===== config.mk =====
export PLATFORM = sky130hd
export DESIGN_NAME = nlldd_ram
export DESIGN_NICKNAME = d
export VERILOG_FILES = /design/src/rtl/core/nlldd_ram.sv
export SDC_FILE = /design/constraint.sdc
export NUM_CORES = 2
export LEC_CHECK = 0
export BUFFER_PORTS_ARGS = -buffer_cell sky130_fd_sc_hd__buf_4
export CORE_MARGIN = 4
export CORE_UTILIZATION = 55
export DETAILED_ROUTE_END_ITERATION = 8
export GPL_ROUTABILITY_DRIVEN = 0
export PLACE_DENSITY = 0.82
export SYNTH_ARGS = -nofsm -noshare
export SYNTH_HDL_FRONTEND = slang
export SYNTH_SLANG_ARGS = --single-unit
export TNS_END_PERCENT = 30

===== constraint.sdc =====
create_clock -name clk_i -period 3.8 [get_ports clk_i]
set_input_delay 0.38 -clock clk_i [delete_from_list [all_inputs] [get_ports clk_i]]
set_output_delay 0.38 -clock clk_i [all_outputs]
set_load 0.05 [all_outputs]

===== src/rtl/core/nlldd_ram.sv =====
// Generic single-write, single-read RAM with registered read data.
// No dependencies; used for the constellation point table.
module nlldd_ram #(
  parameter int WIDTH = 32,
  parameter int DEPTH = 64,
  localparam int AW = (DEPTH > 1) ? $clog2(DEPTH) : 1
) (
  input  logic             clk_i,
  input  logic             we_i,
  input  logic [AW-1:0]    waddr_i,
  input  logic [WIDTH-1:0] wdata_i,
  input  logic             re_i,
  input  logic [AW-1:0]    raddr_i,
  output logic [WIDTH-1:0] rdata_o
);

  logic [WIDTH-1:0] mem_q [DEPTH];
  logic [WIDTH-1:0] rdata_q;

  always_ff @(posedge clk_i) begin
    if (we_i) begin
      mem_q[waddr_i] <= wdata_i;
    end
    if (re_i) begin
      rdata_q <= mem_q[raddr_i];
    end
  end

  assign rdata_o = rdata_q;

endmodule


# == After elaboration in Yosys (flattened, before gate mapping) ==
# Memories as Yosys holds them, arrays and structs flattened. A register that Yosys moved wholly into a read port is not among the register bits.
# Index checks and enable logic that the tools add are counted.
# op_classes
add_sub_neg,0
n_mul,0
div_mod_pow,0
order_cmp,0
eq_ne,0
shifts,0
muxes,2
n_bitwise,0
n_reduce_logical,0
# op_table
op,n
1-bit 2-to-1 mux,2
# word_totals
ff_bits,0
latchBits,0
mem_bits_rw,2048
romBits,0
inputBits,47
output_inout_bits,32
wordCells,3
memories,1
# memory_table
memory,words,width,read_ports,rd_ports_with_merged_regs,wr,line_no,source
mem_q,64,32,1,1,1,17,logic [WIDTH-1:0] mem_q [DEPTH];

# == Depth between registers and ports, before layout ==
# depth
depth_word,2
depth_mapped,10

# == Least setup slack after synthesis ==
# Ideal clock, no wire load.
# synth_timing
path_kind,input to register
startpoint,input port waddr_i[3]
endpoint,memory mem_q[48][0] (enable)
setup_time_ns,0.461
t_arrival_ns,3.079
t_required_ns,3.339
slack_ns,0.260
stages,4
n_path_buf,1
cell_sequence,clkbuf_1 > nor2b_1 > nand4b_1 > nor3_1
# synth_lines
item,line_no,source
"start, declared",10,"input logic [AW-1:0] waddr_i,"
"end, declared",17,
# Straight into the memory's write port.

==> flow_summary.ini <==
[setup_path]
arrival_ns = 3.27
required_ns = 4.33
regToRegStartpoint = mem_q[59][28]$_DFFE_PP_
worstSetupStartpoint = raddr_i[0]
r2r_cells = 4
rrSetupSlack_ns = 1.26
crit_path_start_kind = primary input
r2r-end = rdata_o[28]$_DFFE_PP_
crit_path_end_kind = register
crit_path_end = rdata_o[17]$_DFFE_PP_
cp_max_fo = 38
worstSetupPathType = primary input to register

[worst_hold_path]
holdPathStages = 1
hp-class = primary input to register

[cts]
htreeDepth = 4
cts_tree = built
insertion_delay_ns = 0.82
path_clk_slew_ns = 0.06
ctsHoldBuffers = 0
cts_resized = 0
post_cts_buffers = 0
cts_made_buffers = 191
ctsLongestPathBuffers = 3
root_buffer = clkbuf_16
cts.sinks = 2080

[finish]
seq_area_um2 = 62500
multi_input_area_um2 = 16000
drive_gt1_share_pct = 30.1
fin_area_um2 = 89300
final_net_count = 3628
fillers = 8606
syn_to_final_growth_pct = 13.3

[drt]
drt_first_iter_violations = 7517
drt_first_pass_iters = 5
viasPerCell = 7.03
ant_nets = 0
routedWlPerCell_um = 38.0
route.detailed.drc = 0
vias = 39600
routed_wl_um = 214000

[sta]
relSlewSlack_pct = 25.3
setup_tns_ns = 0
min_period_over_period_pct = 71.9
drv_slew = 0
setup_viol = 0
fin_crit_ns = 2.73
finClkSkew_ns = 0.0213
max_freq_mhz = 366
worstMarginPinSlew_ns = 1.12
whs_ns = 0.105
finalWorstSetupSlack_ns = 1.07
finalHoldViolations = 0
rsz0062_at_grt = no

[synth]
ys_warn_count = 0
netlist_area_um2 = 78800
ys_ff_latch = 2080
syn_nets = 3371
yosysSeqAreaShare_pct = 79.2
syn_avg_cell_area_um2 = 23.7
yosys-top-cells-area = edfxtp_1 79%, mux4_2 16%, mux2i_1 1.2%
yosys.area.top_type = edfxtp_1
postSynthCellCount = 3324
ys_types = 33
synth_top_area_share_pct = 79.2

[die]
pin_count = 79
rows = 138
start_util_pct = 55.5
core_um2 = 142000
die_w_um = 387
die_area_um2 = 149000
die_h_um = 387

[placement]
dp_hpwl_um = 111000
dpl_cell_area_um2 = 83200
place_worst_setup_slack_ns = 0.397
port_buffers = 78

[global_routing]
grt_max_degree = 68
grt_pass1_vias = 40900
grt-ovfl-total = 0
grt_util_all_layers_pct = 28.8
antenna_found_initial = 12
grt_pass1_wl_um = 306000

[status]
outcome = finished clean

[pwr]
p_per_area_nw_per_um2 = 526
vdd_ir_drop_max_mv = 0.534
cellLeakagePower_nw = 27.8

[flow_run]
maxCapViolations = 0
-- metrics by stage --
stage | util [%] | power, mW | cells
floorplan | - | 27.3 | 3324
global placement | 58.6 | 28.4 | 5278
detailed placement | 58.6 | 28.4 | 5278
CTS | 62.9 | 47.1 | 5630
global route | 62.9 | 48.2 | 5632
finish | 62.9 | 47.0 | 5634
-- metal layers --
metal | GRT usage, % | vias up | routed length (um)
met5 | 0 | - | 21
met4 | 12.1 | 4 | 10200
met3 | 7.74 | 680 | 30700
met2 | 46.1 | 3753 | 105000
met1 | 38.0 | 20400 | 68000
li1 | - | 14800 | -
-- report_power, final --
part	internal [mW]	total, mW	switching (mW)
registers	25.4	25.6	0.102
clock network	10.5	18.9	8.39
logic	0.905	2.53	1.62
-- cells by family (layout without fill, tap and decap cells) --
kind of cell,after synthesis,after routing,share of synthesized area [%]
flops,2080,2080,79.2
mux,637,637,16.7
compound gates,202,202,1.67
buf+inv,182,598,1.12
other cells,0,4,0
simple gates,223,223,1.26
-- worst max-delay path, stage by stage --
cell	delay, ns
buf_8	0.43
buf_12	0.41
buf_12	0.28
mux4_2	0.55
nor2b_1	0.18
a21oi_1	0.07
a311oi_1	0.75
nor3_1	0.13
-- layout by cell type, fill, tap and decap left out, drive strengths merged, types with 3 or more instances in the layout --
master and n:
edfxtp 2080, mux4 544, buf 246, clkbuf 235, nor2 137, mux2i 93
clkinv 85, o22ai 84, a21oi 62, o221ai 27, nand2 26, bufinv 17
nor2b 15, a22oi 12, nand2b 8, a311oi 8, inv 8, clkinvlp 7
nor3 7, nand3b 5, nand3 5, or3b 5, diode 4, and3 4
a41o 4, o32ai 4, or3 3, or2 3
-- worst min-delay path by stage --
stage	from	endpoint
2_1_floorplan	wdata_i[0]	mem_q[0][0]$_DFFE_PP_
3_3_place_gp	mem_q[12][8]$_DFFE_PP_	rdata_o[8]$_DFFE_PP_
3_5_place_dp	mem_q[29][4]$_DFFE_PP_	rdata_o[4]$_DFFE_PP_
4_1_cts	wdata_i[26]	mem_q[57][26]$_DFFE_PP_
5_1_grt	wdata_i[31]	mem_q[38][31]$_DFFE_PP_
6_report	wdata_i[26]	mem_q[51][26]$_DFFE_PP_
-- final cells by class --
class	instances	area share, %
clock inverters	117	1.20
flip-flops and latches	2080	69.9
multi-input cells	1062	17.9
repair buffers	246	2.72
clock buffers	235	5.61
diodes	4	0.0112
well taps	1890	2.65
-- Yosys cell counts --
library cell  number
buf_6              5
clkbuf_1          74
nand4_1            2
a31oi_1            1
a41o_1             4
nor3_1             7
or3b_2             3
a22oi_1           12
a21oi_1           62
and2_1             2
and3_1             4
o22ai_1           84
nand3b_1           5
or2_2              1
o221ai_1          27
nor2_1           137
nand4b_1           1
nand2b_1           8
o32ai_1            4
buf_4             25
nand3_1            5
mux4_2           544
mux2i_1           93
nor2b_1           15
or3b_1             2
buf_1             21
or3_1              3
edfxtp_1        2080
a311oi_1           8
or2_0              1
nand2_1           26
or2_1              1
buf_2             57
-- sequential cells by signal, indices dropped and copies added, names as in the netlist --
register,count
mem_q,2048
rdata_o,32
Power figures use the tool's default switching activity.
